===== config.mk =====
export PLATFORM = sky130hd
export DESIGN_NAME = overlapping_framer_with_window_flat
export DESIGN_NICKNAME = d
export VERILOG_FILES = /design/src/rtl/ofw_pkg.sv /design/src/rtl/ofw_channels.sv /design/src/rtl/ofw_controller.sv /design/src/rtl/ofw_datapath.sv /design/src/rtl/overlapping_framer_with_window.sv /design/src/flat_wrapper.sv
export SDC_FILE = /design/constraint.sdc
export NUM_CORES = 2
export LEC_CHECK = 0
export BUFFER_PORTS_ARGS = -buffer_cell sky130_fd_sc_hd__buf_4
export CAP_MARGIN = 20
export CORE_MARGIN = 2
export CORE_UTILIZATION = 41
export DETAILED_ROUTE_END_ITERATION = 7
export HOLD_SLACK_MARGIN = 0.03
export PLACE_DENSITY = 0.59
export SYNTH_ARGS = -nofsm -noshare
export SYNTH_HDL_FRONTEND = slang
export SYNTH_SLANG_ARGS = --single-unit

===== constraint.sdc =====
create_clock -name clock -period 8.4 [get_ports clock]
set_clock_uncertainty 0.2 [all_clocks]
set_input_delay 0.42 -clock clock [delete_from_list [all_inputs] [get_ports clock]]
set_output_delay 0.42 -clock clock [all_outputs]
set_load 0.01 [all_outputs]

===== src/rtl/ofw_pkg.sv =====
// ----------------------------------------------------------------------------
// Overlapping framer package
// Widths, register indexes, window codes, coefficient tables and the
// command and status types shared by the framer modules.
// ----------------------------------------------------------------------------
`timescale 1ns / 1ps
`default_nettype none

package ofw_pkg;

   localparam int FRAME_LEN  = 64;
   localparam int HIST_DEPTH = 64;
   localparam int HIST_AW    = $clog2(HIST_DEPTH);
   localparam int SAMPLE_W   = 16;
   localparam int POS_W      = 6;
   localparam int FNUM_W     = 16;
   localparam int SHIFT_W    = 8;
   localparam int WTYPE_W    = 2;
   localparam int CNT_W      = 8;
   localparam int COEF_W     = 16;
   localparam int PROD_W     = SAMPLE_W + COEF_W + 1;
   localparam int PROD_FRAC  = 15;
   localparam int CSR_IDX_W  = 2;
   localparam int CSR_DATA_W = 8;
   localparam int SAMPLE_MAX = 2 ** (SAMPLE_W - 1) - 1;
   localparam int SAMPLE_MIN = -(2 ** (SAMPLE_W - 1));

   localparam logic [CSR_IDX_W-1:0] CSR_FRAME_SHIFT = 2'd0;
   localparam logic [CSR_IDX_W-1:0] CSR_WINDOW_TYPE = 2'd1;

   localparam logic [WTYPE_W-1:0] WIN_RECT    = 2'd0;
   localparam logic [WTYPE_W-1:0] WIN_HAMMING = 2'd1;
   localparam logic [WTYPE_W-1:0] WIN_HANN    = 2'd2;

   localparam logic [SHIFT_W-1:0] SHIFT_RESET = 8'd32;
   localparam logic [COEF_W-1:0]  RECT_COEF   = 16'h8000;

   localparam int          WIN_DEN   = FRAME_LEN - 1;
   localparam logic [63:0] Q30_ONE   = 64'd1073741824;
   localparam logic [63:0] Q30_HALF  = 64'd536870912;
   localparam logic [63:0] PI_Q30    = 64'd3373259426;
   localparam logic [63:0] HAM_A_Q30 = 64'd578059647;
   localparam logic [63:0] HAM_B_Q30 = 64'd495682177;

   typedef logic [FRAME_LEN-1:0][COEF_W-1:0] coef_rom_type;

   typedef struct packed {
      logic accept;
      logic issue;
   } ofw_cmd_type;

   typedef struct packed {
      logic frame_hit;
      logic last_pos;
      logic advance;
   } ofw_status_type;

   // Window coefficient in Q15 for one frame position.
   function automatic logic [COEF_W-1:0] win_q15(input int unsigned idx, input logic is_hann);
      logic [63:0]        n;
      logic [63:0]        num;
      logic [63:0]        x;
      logic [63:0]        x2;
      logic [63:0]        term;
      logic [63:0]        mag;
      logic [63:0]        adj;
      logic [63:0]        ofs;
      logic signed [63:0] sum;
      logic signed [63:0] w;
      logic               neg;
      n = 64'(idx);
      if (2 * n > 64'(WIN_DEN)) begin
         n = 64'(WIN_DEN) - n;
      end
      num = 2 * n;
      neg = 1'b0;
      if (2 * num > 64'(WIN_DEN)) begin
         num = 64'(WIN_DEN) - num;
         neg = 1'b1;
      end
      x    = (PI_Q30 * num) / WIN_DEN;
      x2   = (x * x) >> 30;
      term = Q30_ONE;
      sum  = $signed(term);
      term = ((term * x2) >> 30) / 2;
      sum  = sum - $signed(term);
      term = ((term * x2) >> 30) / 12;
      sum  = sum + $signed(term);
      term = ((term * x2) >> 30) / 30;
      sum  = sum - $signed(term);
      term = ((term * x2) >> 30) / 56;
      sum  = sum + $signed(term);
      term = ((term * x2) >> 30) / 90;
      sum  = sum - $signed(term);
      term = ((term * x2) >> 30) / 132;
      sum  = sum + $signed(term);
      term = ((term * x2) >> 30) / 182;
      sum  = sum - $signed(term);
      term = ((term * x2) >> 30) / 240;
      sum  = sum + $signed(term);
      if (sum < 0) begin
         sum = 64'sd0;
      end
      if (sum > $signed(Q30_ONE)) begin
         sum = $signed(Q30_ONE);
      end
      mag = $unsigned(sum);
      if (is_hann) begin
         adj = (mag + 64'd1) >> 1;
         ofs = Q30_HALF;
      end else begin
         adj = (HAM_B_Q30 * mag + 64'd536870912) >> 30;
         ofs = HAM_A_Q30;
      end
      w = neg ? $signed(ofs) + $signed(adj) : $signed(ofs) - $signed(adj);
      if (w < 0) begin
         w = 64'sd0;
      end
      if (w > $signed(Q30_ONE)) begin
         w = $signed(Q30_ONE);
      end
      return COEF_W'(($unsigned(w) + 64'd16384) >> 15);
   endfunction

   function automatic coef_rom_type build_rom(input logic is_hann);
      coef_rom_type rom;
      for (int i = 0; i < FRAME_LEN; i++) begin
         rom[i] = win_q15(i, is_hann);
      end
      return rom;
   endfunction

   localparam coef_rom_type HAMM_ROM = build_rom(1'b0);
   localparam coef_rom_type HANN_ROM = build_rom(1'b1);

endpackage

`default_nettype wire


===== src/rtl/ofw_channels.sv =====
// ----------------------------------------------------------------------------
// Overlapping framer channels
// Valid/ready interfaces for the sample input, the result output and the
// register write port.
// ----------------------------------------------------------------------------
`timescale 1ns / 1ps
`default_nettype none

interface ofw_req_if import ofw_pkg::*; ();
   logic                       valid;
   logic                       ready;
   logic signed [SAMPLE_W-1:0] sample;
   logic                       start_of_signal;

   modport source (output valid, output sample, output start_of_signal, input ready);
   modport sink (input valid, input sample, input start_of_signal, output ready);
endinterface

interface ofw_rsp_if import ofw_pkg::*; ();
   logic                       valid;
   logic                       ready;
   logic signed [SAMPLE_W-1:0] windowed_sample;
   logic [POS_W-1:0]           position;
   logic [FNUM_W-1:0]          frame_index;
   logic                       last_in_frame;

   modport source (output valid, output windowed_sample, output position,
                   output frame_index, output last_in_frame, input ready);
   modport sink (input valid, input windowed_sample, input position,
                 input frame_index, input last_in_frame, output ready);
endinterface

interface ofw_csr_if import ofw_pkg::*; ();
   logic                  valid;
   logic                  ready;
   logic [CSR_IDX_W-1:0]  index;
   logic [CSR_DATA_W-1:0] data;

   modport source (output valid, output index, output data, input ready);
   modport sink (input valid, input index, input data, output ready);
endinterface

`default_nettype wire


===== src/rtl/ofw_controller.sv =====
// ----------------------------------------------------------------------------
// Overlapping framer controller
// Accepts samples and, when a frame completes, sequences the reads of its
// samples into the datapath pipeline.
// ----------------------------------------------------------------------------
`timescale 1ns / 1ps
`default_nettype none

module ofw_controller import ofw_pkg::*; (
   input  logic           clock,
   input  logic           reset,
   input  logic           req_valid,
   output logic           req_ready,
   input  ofw_status_type status,
   output ofw_cmd_type    cmd
);

   localparam int STATE_W = 1;
   localparam logic [STATE_W-1:0] ST_IDLE = 1'b0;
   localparam logic [STATE_W-1:0] ST_EMIT = 1'b1;

   logic [STATE_W-1:0] state_ff;
   logic [STATE_W-1:0] state_in;

   always_comb begin
      req_ready  = (state_ff == ST_IDLE);
      cmd.accept = req_valid && req_ready;
      cmd.issue  = (state_ff == ST_EMIT) && status.advance;
      state_in   = state_ff;
      unique case (state_ff)
         ST_IDLE: begin
            if (cmd.accept && status.frame_hit) begin
               state_in = ST_EMIT;
            end
         end
         ST_EMIT: begin
            if (cmd.issue && status.last_pos) begin
               state_in = ST_IDLE;
            end
         end
         default: begin
            state_in = ST_IDLE;
         end
      endcase
   end

   always_ff @(posedge clock) begin
      if (reset) begin
         state_ff <= ST_IDLE;
      end else begin
         state_ff <= state_in;
      end
   end

endmodule

`default_nettype wire


===== src/rtl/ofw_datapath.sv =====
// ----------------------------------------------------------------------------
// Overlapping framer datapath
// Sample history memory, frame countdown, configuration registers and the
// read, multiply and round pipeline that produces windowed samples.
// ----------------------------------------------------------------------------
`timescale 1ns / 1ps
`default_nettype none

module ofw_datapath import ofw_pkg::*; (
   input  logic                       clock,
   input  logic                       reset,
   input  ofw_cmd_type                cmd,
   output ofw_status_type             status,
   input  logic signed [SAMPLE_W-1:0] req_sample,
   input  logic                       req_start,
   ofw_rsp_if.source                  rsp_chan,
   ofw_csr_if.sink                    csr_chan
);

   logic signed [SAMPLE_W-1:0] hist_mem [HIST_DEPTH];

   logic [HIST_AW-1:0] wp_ff;
   logic [HIST_AW-1:0] wp_in;
   logic [HIST_AW-1:0] base_ff;
   logic [HIST_AW-1:0] base_in;
   logic [HIST_AW-1:0] rd_addr;
   logic [CNT_W-1:0]   cnt_ff;
   logic [CNT_W-1:0]   cnt_in;
   logic [CNT_W-1:0]   cnt_base;
   logic [CNT_W-1:0]   cnt_dec;
   logic [FNUM_W-1:0]  frames_ff;
   logic [FNUM_W-1:0]  frames_in;
   logic [FNUM_W-1:0]  frames_base;
   logic [FNUM_W-1:0]  fnum_ff;
   logic [FNUM_W-1:0]  fnum_in;
   logic [SHIFT_W-1:0] shift_ff;
   logic [SHIFT_W-1:0] shift_in;
   logic [WTYPE_W-1:0] wtype_ff;
   logic [WTYPE_W-1:0] wtype_in;
   logic [WTYPE_W-1:0] fwtype_ff;
   logic [WTYPE_W-1:0] fwtype_in;
   logic [POS_W-1:0]   idx_ff;
   logic [POS_W-1:0]   idx_in;
   logic               frame_hit;
   logic               adv;

   logic                       v1_ff;
   logic signed [SAMPLE_W-1:0] rd_ff;
   logic [COEF_W-1:0]          coef_ff;
   logic [COEF_W-1:0]          coef_in;
   logic [POS_W-1:0]           pos1_ff;
   logic [FNUM_W-1:0]          fnum1_ff;
   logic                       last1_ff;

   logic                     v2_ff;
   logic signed [PROD_W-1:0] prod_ff;
   logic signed [PROD_W-1:0] prod_in;
   logic [POS_W-1:0]         pos2_ff;
   logic [FNUM_W-1:0]        fnum2_ff;
   logic                     last2_ff;

   logic                       ov_ff;
   logic signed [SAMPLE_W-1:0] osamp_ff;
   logic signed [SAMPLE_W-1:0] osamp_in;
   logic signed [PROD_W-1:0]   rnd;
   logic [POS_W-1:0]           opos_ff;
   logic [FNUM_W-1:0]          ofnum_ff;
   logic                       olast_ff;

   assign adv            = !ov_ff || rsp_chan.ready;
   assign rd_addr        = base_ff + HIST_AW'(idx_ff);
   assign status.frame_hit = frame_hit;
   assign status.last_pos  = (idx_ff == POS_W'(FRAME_LEN - 1));
   assign status.advance   = adv;
   assign csr_chan.ready   = 1'b1;

   always_comb begin
      shift_in = shift_ff;
      wtype_in = wtype_ff;
      if (csr_chan.valid) begin
         unique case (csr_chan.index)
            CSR_FRAME_SHIFT: shift_in = csr_chan.data[SHIFT_W-1:0];
            CSR_WINDOW_TYPE: wtype_in = csr_chan.data[WTYPE_W-1:0];
            default: ;
         endcase
      end
   end

   always_comb begin
      cnt_base    = req_start ? CNT_W'(FRAME_LEN) : cnt_ff;
      cnt_dec     = cnt_base - CNT_W'(1);
      frames_base = req_start ? '0 : frames_ff;
      frame_hit   = (cnt_dec == '0);
      wp_in       = wp_ff;
      cnt_in      = cnt_ff;
      frames_in   = frames_ff;
      base_in     = base_ff;
      fnum_in     = fnum_ff;
      fwtype_in   = fwtype_ff;
      idx_in      = idx_ff;
      if (cmd.accept) begin
         wp_in     = wp_ff + HIST_AW'(1);
         cnt_in    = cnt_dec;
         frames_in = frames_base;
         if (frame_hit) begin
            cnt_in    = (shift_ff == '0) ? CNT_W'(1) : CNT_W'(shift_ff);
            frames_in = frames_base + FNUM_W'(1);
            fnum_in   = frames_base;
            base_in   = wp_ff + HIST_AW'(1) - HIST_AW'(FRAME_LEN);
            fwtype_in = wtype_ff;
            idx_in    = '0;
         end
      end else if (cmd.issue) begin
         idx_in = idx_ff + POS_W'(1);
      end
   end

   always_ff @(posedge clock) begin
      if (reset) begin
         wp_ff     <= '0;
         cnt_ff    <= CNT_W'(FRAME_LEN);
         frames_ff <= '0;
         base_ff   <= '0;
         fnum_ff   <= '0;
         fwtype_ff <= WIN_RECT;
         idx_ff    <= '0;
         shift_ff  <= SHIFT_RESET;
         wtype_ff  <= WIN_RECT;
      end else begin
         wp_ff     <= wp_in;
         cnt_ff    <= cnt_in;
         frames_ff <= frames_in;
         base_ff   <= base_in;
         fnum_ff   <= fnum_in;
         fwtype_ff <= fwtype_in;
         idx_ff    <= idx_in;
         shift_ff  <= shift_in;
         wtype_ff  <= wtype_in;
      end
   end

   always_ff @(posedge clock) begin
      if (cmd.accept) begin
         hist_mem[wp_ff] <= req_sample;
      end
   end

   always_ff @(posedge clock) begin
      if (adv) begin
         rd_ff <= hist_mem[rd_addr];
      end
   end

   always_comb begin
      unique case (fwtype_ff)
         WIN_HAMMING: coef_in = HAMM_ROM[idx_ff];
         WIN_HANN:    coef_in = HANN_ROM[idx_ff];
         default:     coef_in = RECT_COEF;
      endcase
   end

   assign prod_in = rd_ff * $signed({1'b0, coef_ff});

   always_comb begin
      rnd = (prod_ff + PROD_W'(2 ** (PROD_FRAC - 1))) >>> PROD_FRAC;
      if (rnd > PROD_W'(SAMPLE_MAX)) begin
         osamp_in = SAMPLE_W'(SAMPLE_MAX);
      end else if (rnd < PROD_W'(SAMPLE_MIN)) begin
         osamp_in = SAMPLE_W'(SAMPLE_MIN);
      end else begin
         osamp_in = SAMPLE_W'(rnd);
      end
   end

   always_ff @(posedge clock) begin
      if (reset) begin
         v1_ff <= 1'b0;
         v2_ff <= 1'b0;
         ov_ff <= 1'b0;
      end else if (adv) begin
         v1_ff <= cmd.issue;
         v2_ff <= v1_ff;
         ov_ff <= v2_ff;
      end
   end

   always_ff @(posedge clock) begin
      if (adv) begin
         coef_ff  <= coef_in;
         pos1_ff  <= idx_ff;
         fnum1_ff <= fnum_ff;
         last1_ff <= status.last_pos;
         prod_ff  <= prod_in;
         pos2_ff  <= pos1_ff;
         fnum2_ff <= fnum1_ff;
         last2_ff <= last1_ff;
         osamp_ff <= osamp_in;
         opos_ff  <= pos2_ff;
         ofnum_ff <= fnum2_ff;
         olast_ff <= last2_ff;
      end
   end

   assign rsp_chan.valid           = ov_ff;
   assign rsp_chan.windowed_sample = osamp_ff;
   assign rsp_chan.position        = opos_ff;
   assign rsp_chan.frame_index     = ofnum_ff;
   assign rsp_chan.last_in_frame   = olast_ff;

endmodule

`default_nettype wire


===== src/rtl/overlapping_framer_with_window.sv =====
// ----------------------------------------------------------------------------
// Overlapping framer with window
// A sample that completes no frame is written to the history memory; a sample
// that completes a frame starts one read of the history memory per result, and
// no new sample is accepted until the last position of that frame is issued.
// Results pass through registered read, multiply and round stages and follow
// one per cycle while the result channel is ready.
// Reset is synchronous: framing restarts and history contents are undefined.
`timescale 1ns / 1ps
`default_nettype none

module overlapping_framer_with_window import ofw_pkg::*; (
   input  logic      clock,
   input  logic      reset,
   ofw_req_if.sink   req_chan,
   ofw_rsp_if.source rsp_chan,
   ofw_csr_if.sink   csr_chan
);

   ofw_cmd_type    cmd;
   ofw_status_type status;

   ofw_controller u_ofw_controller (
      .clock     (clock),
      .reset     (reset),
      .req_valid (req_chan.valid),
      .req_ready (req_chan.ready),
      .status    (status),
      .cmd       (cmd)
   );

   ofw_datapath u_ofw_datapath (
      .clock      (clock),
      .reset      (reset),
      .cmd        (cmd),
      .status     (status),
      .req_sample (req_chan.sample),
      .req_start  (req_chan.start_of_signal),
      .rsp_chan   (rsp_chan),
      .csr_chan   (csr_chan)
   );

endmodule

`default_nettype wire


===== src/flat_wrapper.sv =====
// flat-port wrapper written by rule: the top's interface ports become plain ports
module overlapping_framer_with_window_flat import ofw_pkg::*;
  (clock, reset, req_chan_valid, req_chan_sample, req_chan_start_of_signal, req_chan_ready, rsp_chan_valid, rsp_chan_windowed_sample, rsp_chan_position, rsp_chan_frame_index, rsp_chan_last_in_frame, rsp_chan_ready, csr_chan_valid, csr_chan_index, csr_chan_data, csr_chan_ready);
  ofw_req_if req_chan_i ();
  ofw_rsp_if rsp_chan_i ();
  ofw_csr_if csr_chan_i ();
  input  logic clock;
  input  logic reset;
  input wire logic [$bits(req_chan_i.valid)-1:0] req_chan_valid;
  input wire logic [$bits(req_chan_i.sample)-1:0] req_chan_sample;
  input wire logic [$bits(req_chan_i.start_of_signal)-1:0] req_chan_start_of_signal;
  output wire logic [$bits(req_chan_i.ready)-1:0] req_chan_ready;
  output wire logic [$bits(rsp_chan_i.valid)-1:0] rsp_chan_valid;
  output wire logic [$bits(rsp_chan_i.windowed_sample)-1:0] rsp_chan_windowed_sample;
  output wire logic [$bits(rsp_chan_i.position)-1:0] rsp_chan_position;
  output wire logic [$bits(rsp_chan_i.frame_index)-1:0] rsp_chan_frame_index;
  output wire logic [$bits(rsp_chan_i.last_in_frame)-1:0] rsp_chan_last_in_frame;
  input wire logic [$bits(rsp_chan_i.ready)-1:0] rsp_chan_ready;
  input wire logic [$bits(csr_chan_i.valid)-1:0] csr_chan_valid;
  input wire logic [$bits(csr_chan_i.index)-1:0] csr_chan_index;
  input wire logic [$bits(csr_chan_i.data)-1:0] csr_chan_data;
  output wire logic [$bits(csr_chan_i.ready)-1:0] csr_chan_ready;
  assign req_chan_i.valid = req_chan_valid;
  assign req_chan_i.sample = req_chan_sample;
  assign req_chan_i.start_of_signal = req_chan_start_of_signal;
  assign req_chan_ready = req_chan_i.ready;
  assign rsp_chan_valid = rsp_chan_i.valid;
  assign rsp_chan_windowed_sample = rsp_chan_i.windowed_sample;
  assign rsp_chan_position = rsp_chan_i.position;
  assign rsp_chan_frame_index = rsp_chan_i.frame_index;
  assign rsp_chan_last_in_frame = rsp_chan_i.last_in_frame;
  assign rsp_chan_i.ready = rsp_chan_ready;
  assign csr_chan_i.valid = csr_chan_valid;
  assign csr_chan_i.index = csr_chan_index;
  assign csr_chan_i.data = csr_chan_data;
  assign csr_chan_ready = csr_chan_i.ready;
  overlapping_framer_with_window u_core (.clock(clock), .reset(reset), .req_chan(req_chan_i), .rsp_chan(rsp_chan_i), .csr_chan(csr_chan_i));
endmodule

Word-level counts from Yosys, hierarchy flattened
Memory sizes are Yosys's and may differ from the RTL's. A register that Yosys moved wholly into a read port is not among the register bits. Index checks and enable logic that the tools add are counted. W data, S select, Z words.

Eq/ne operators: 5. Order comparisons: 3. Bitwise operators: 1. Multiplexer cells: 21. Reduce and logical (&&, ||, !) cells: 14. Add/sub/neg operators: 6. Multiply operators: 1.

Operators by type and width (count): $mux W16 (5); $mux W6 (7); $add A33 B16 Y33 const B (1); $mul A16 B17 Y33 (1); $pmux W16 S2 (1); $mux W8 (3); $gt A18 B16 Y1 const B (1); $lt A18 B16 Y1 const B (1); $add A16 B1 Y16 const B (1); $logic_not A8 Y1 (2); $add A6 B1 Y6 const B (2); $reduce_and A2 Y1 (4); $sub A8 B1 Y8 const B (1); $lt A6 B7 Y1 const B (1); $add A6 B6 Y6 (1); $eq A6 B6 Y1 const B (1); $eq A2 B1 Y1 const B (2); $logic_and A1 B1 Y1 (4); $mux W1 (4); $eq A2 B2 Y1 const B (1); $logic_not A2 Y1 (1); $ne A2 B2 Y1 const B (1); $pmux W1 S2 (1); $reduce_bool A2 Y1 (1); other kinds (3) (3).

Bits in read-only memories: 2048. Output and inout bits: 42. Register bits after elaboration: 208. Bits of input ports: 32. Memory bits (writable): 1024. Memories: 3.

Memories: (name not given) (words 64, bits a word 16, rd ports 1, clocked after memory_dff 1, wr ports 0, RTL line ofw_datapath.sv:157) `WIN_HANN: coef_in = HANN_ROM[idx_ff];`; (name not given) (words 64, bits a word 16, rd ports 1, clocked after memory_dff 1, wr ports 0, RTL line ofw_datapath.sv:156) `WIN_HAMMING: coef_in = HAMM_ROM[idx_ff];`; u_core.u_ofw_datapath.hist_mem (words 64, bits a word 16, rd ports 1, clocked after memory_dff 1, wr ports 1, RTL line ofw_datapath.sv:20) `logic signed [SAMPLE_W-1:0] hist_mem [HIST_DEPTH];`.

Depth between registers and ports, before layout
Depth in word-level cells: 7. Depth in mapped cells: 22. Gate-level depth less buffers: 21.

Modules after synthesis
Synthesis repeated with hierarchy kept, for this count alone.

Cells, all modules: 3698. Area total of the unflattened synthesis: 58915.3 um2.

By module, submodules not included: ofw_datapath (instances 1, area an instance 58861.5 um2, cells an instance 3692); ofw_controller (instances 1, area an instance 53.8 um2, cells an instance 6).

Worst setup path after synthesis
OpenSTA, ideal clock, no wires.

Path kind: register to register. Start: register u_core.u_ofw_datapath.rd_ff[1], read port of u_core.u_ofw_datapath.hist_mem. End: register u_core.u_ofw_datapath.prod_ff[26], data pin. Data arrival time: 5.673 ns. Setup slack: 2.269 ns. Clock period less this slack: 6.131 ns. Cell stages (with the launch flop): 21. Cells stage by stage: edfxtp_1 > clkbuf_1 > nand2_1 > fa_1 > fa_1 > inv_1 > fa_1 > fa_1 > fa_1 > inv_1 > fa_1 > inv_1 > ha_1 > a21oi_1 > a21oi_1 > o32ai_1 > a311oi_1 > o31ai_1 > a21oi_1 > a21oi_1 > xnor2_1.

Longest elaborated chain between the ends: 1.

Ends and longest elaborated chain: start: declaration (RTL line ofw_datapath.sv:48) `logic signed [SAMPLE_W-1:0] rd_ff;`; $mul A16 B17 Y33 (RTL line ofw_datapath.sv:162) `assign prod_in = rd_ff * $signed({1'b0, coef_ff});`; via u_core.u_ofw_datapath.prod_in[26] (RTL line ofw_datapath.sv:57) `logic signed [PROD_W-1:0] prod_in;`; end signal: assignment (RTL line ofw_datapath.sv:193) `prod_ff <= prod_in;`; end: declaration (RTL line ofw_datapath.sv:56) `logic signed [PROD_W-1:0] prod_ff;`.

The timed path passes the listed nets, and every way through them passes these cells. A chain may end at the register's enable or synchronous reset.

Final worst setup path
Ends and elaborated chain as after synthesis.

==> metrics.txt <==
syn nets=4,084; leak pwr=22.9 nW; placed inst area=roughly 62,000 µm²; Num CTS Buffers=134; die area=148,000 µm²; number of setup buffers added after CTS=0; initial drt markers=2,899; DRC errors left=4; CP top delay family=adder cells; Sink Count=1,264; post-layout util=46.7%; synthesized area=59,300 µm²; CTS tree=built; Max-slew headroom=29.5%; initial antenna violation count=2; Chip Height=384 µm; layout cell share with drive strength beyond 1=about a fifth; WP data required=8710 ps; core area=144,000 µm²; Clock Tree Root=clkbuf_16; Worst VDD drop=about 150 µV; crit path time final=6720 ps; cell area after layout=around 67,000 µm²; IO Port Bufs=slightly above 70; Total GRT Usage=19.8%; vias per cell=roughly 5.6; post-synthesis cell count=about 3,700; async set or reset register ratio after synthesis=0%; routed vias=32,782; Final GP Congestion=~0.92; iteration count of the initial detailed-routing pass=8; worst skew pair latency=770 ps; outcome=complete, but fails checks; CP dominant cell by count=fa_1; Fin. Hold Viols=0; critical-path maximum fanout=16; commonest non-fill, non-tap cells in the layout=edfxtp_1, mux4_2, inv_1; Slowest-stage cell, CP=edfxtp_1; Clock Path Buffers=3; final setup violation count=0; crit path buf inv count=3; Slew @ Worst Pin=1050 ps; Maximum Capacitance Violations=0; Worst Hold Class=flop to flop; largest net degree at the start of global routing=97; Fmax=around 150 MHz; Initial Utilization=41.3%; peak per-stage delay on the critical path=700 ps; setup TNS=0 ps; register area share after synthesis=62.2%; pwr/cell area=about 200 nW/µm²; P&R area growth vs syn=13.0%; post-route antenna net violation count=0; first-pass GRT wire length=218,000 µm; I/O pins=74; synth warn=0; post-DP HPWL=a little under 90,000 µm; WS Path Type=flop to flop; clk slew on worst S/H paths=60 ps; total wire length=144,000 µm; Yosys cell types=between 90 and 100; failing checks=DRC; critical path arrival=7030 ps; Mean Syn Cell Area=16.0 µm²; EDFF count, synth=about 1,200; CP startpoint kind=flop; Yosys reg bits=1,264; critical-path cell list=nand2_1, fa_1, fa_1, inv_1, fa_1, fa_1, fa_1, inv_1, fa_1, inv_1, ha_1, a21oi_1, a21oi_1, o32ai_1, a311oi_1, o31ai_1, a21oi_1, a21oi_1, xnor2_1; most common cell after layout, fill and taps aside=edfxtp_1; CP endpoint kind=flop; unrepaired setup endpoints after global routing=no; fill count=between 10,000 and 15,000; Routed WL per cell=between 20 and 25 µm; gr ovfl total=0; Rows=around 140; ys flop type=edfxtp_1; die extent in x=slightly below 400 µm; vias in the first global route=33,272; Total Nets Final=roughly 4,200; H-Tree Depth=4; period utilization=80.0%; Slew Viols, Final=0
-- worst register-to-register path: cells and delay by family (launching register included) --
family | cells | cell delay, ps
fa+ha+maj | 7 | 3410
compound gates | 7 | 1780
flops | 1 | 700
simple gates | 1 | 170
buf+inv | 3 | 150
xor+xnor | 1 | 80
-- per-stage QoR --
stage | total power [mW] | hold WS [ps] | worst slack [ps] | cells
floorplan | 7.54 | 200 | 2270 | 3718
global placement | 7.83 | 202 | 1760 | 5579
detailed placement | 7.84 | 205 | 1660 | 5584
CTS | 13.5 | 210 | 1640 | 5857
global route | 13.9 | 215 | 1180 | 5858
finish | 13.4 | 216 | 1680 | 5860
-- cells by family (layout without fill, tap and decap cells) --
group,after synthesis,after routing,share of synthesized area (%)
flip-flops,1264,1264,62.2
AND/OR/NAND/NOR,806,806,6.58
multiplexers,354,354,12.7
XOR/XNOR,63,63,0.930
adder cells (fa/ha/maj),334,334,9.50
AO/OA/AOI/OAI,413,413,4.80
buffers and inverters,483,720,3.25
other,1,3,0.00632
-- synthesized netlist by cell type (10+ instances only) --
master | n | area [µm²]
a211oi_1 | 31 | 233
a21oi_1 | 114 | 571
a22oi_1 | 26 | 195
a31oi_1 | 15 | 93.8
and2_1 | 118 | 738
and3_1 | 13 | 81.3
buf_1 | 26 | 97.6
buf_2 | 28 | 140
clkbuf_1 | 138 | 518
dfxtp_1 | 104 | 2080
edfxtp_1 | 1160 | 34800
fa_1 | 194 | 3880
ha_1 | 140 | 1750
inv_1 | 269 | 1010
mux2i_1 | 32 | 320
mux4_2 | 320 | 7210
nand2_1 | 264 | 991
nand2b_1 | 21 | 131
nand3_1 | 49 | 245
nand3b_1 | 15 | 113
nand4_1 | 21 | 131
nor2_1 | 193 | 724
nor2b_1 | 29 | 181
nor3_1 | 32 | 160
o211ai_1 | 28 | 210
o21a_1 | 12 | 90.1
o21ai_0 | 62 | 310
o22ai_1 | 10 | 62.6
o31ai_1 | 13 | 97.6
xnor2_1 | 38 | 333
xor2_1 | 25 | 219
-- registers in the layout, indices dropped and copies added, names as in the netlist, 6 cells and up, named ones only --
name	flops
u_core.u_ofw_datapath.rsp_chan.windowed_sample	16
u_core.u_ofw_datapath.rsp_chan.frame_index	16
u_core.u_ofw_datapath.idx_ff	6
u_core.u_ofw_datapath.pos2_ff	6
u_core.u_ofw_datapath.frames_ff	16
u_core.u_ofw_datapath.pos1_ff	6
u_core.u_ofw_datapath.cnt_ff	8
u_core.u_ofw_datapath.wp_ff	6
u_core.u_ofw_datapath.fnum2_ff	16
u_core.u_ofw_datapath.fnum_ff	16
u_core.u_ofw_datapath.hist_mem	1024
u_core.u_ofw_datapath.rsp_chan.position	6
u_core.u_ofw_datapath.coef_ff	16
u_core.u_ofw_datapath.base_ff	6
u_core.u_ofw_datapath.rd_ff	16
u_core.u_ofw_datapath.shift_ff	8
u_core.u_ofw_datapath.fnum1_ff	16
u_core.u_ofw_datapath.prod_ff	19
-- what timing repair did --
| action | CTS | global route |
|---|---|---|
| resized for setup | 0 | 0 |
| hold endpoints to repair | 1053 | 0 |
| hold buffers | 41 | 0 |
| setup endpoints to repair | 0 | 0 |
-- per-layer routing --
| layer | track usage, % | vias up | share of wire, % |
|---|---|---|---|
| met5 | 0 | - | 0.0097 |
| met2 | 31.7 | 1109 | 48 |
| li1 | - | 14334 | - |
| met4 | 5.04 | 2 | 2.1 |
| met3 | 3.52 | 196 | 6.1 |
| met1 | 28.2 | 17141 | 44 |
-- area by class of cell --
type                            count  area (µm²)  area share (%)
Clock buffer                      176        3620            5.41
Antenna cell                        2        5.00         0.00746
Inverter                          276        1040            1.55
Timing Repair Buffer              212        1840            2.74
Clock inverter                     56         571           0.851
Multi-Input combinational cell   1971       20700            30.8
Tap cell                         1903        2380            3.55
Sequential cell                  1264       36900            55.1
-- worst paths after layout --
check	from	to	slack [ps]	cells after the start
hold / removal	u_core.u_ofw_datapath.pos1_ff[5]$_DFFE_PN_	u_core.u_ofw_datapath.pos2_ff[5]$_DFFE_PN_	220	0
setup reg to reg	u_core.u_ofw_datapath.rd_ff[1]$_DFFE_PN_	u_core.u_ofw_datapath.prod_ff[26]$_DFFE_PN_	1680	19
hold reg to reg	u_core.u_ofw_datapath.pos1_ff[5]$_DFFE_PN_	u_core.u_ofw_datapath.pos2_ff[5]$_DFFE_PN_	220	0
setup / recovery	u_core.u_ofw_datapath.rd_ff[1]$_DFFE_PN_	u_core.u_ofw_datapath.prod_ff[26]$_DFFE_PN_	1680	19
-- report_power, final --
part / internal (mW) / switching [mW]
registers: 6.98 / 0.0906
clock network: 3.24 / 2.44
logic: 0.252 / 0.395
total: 10.5 / 2.92
No activity file was read; power rests on OpenSTA's default activity.
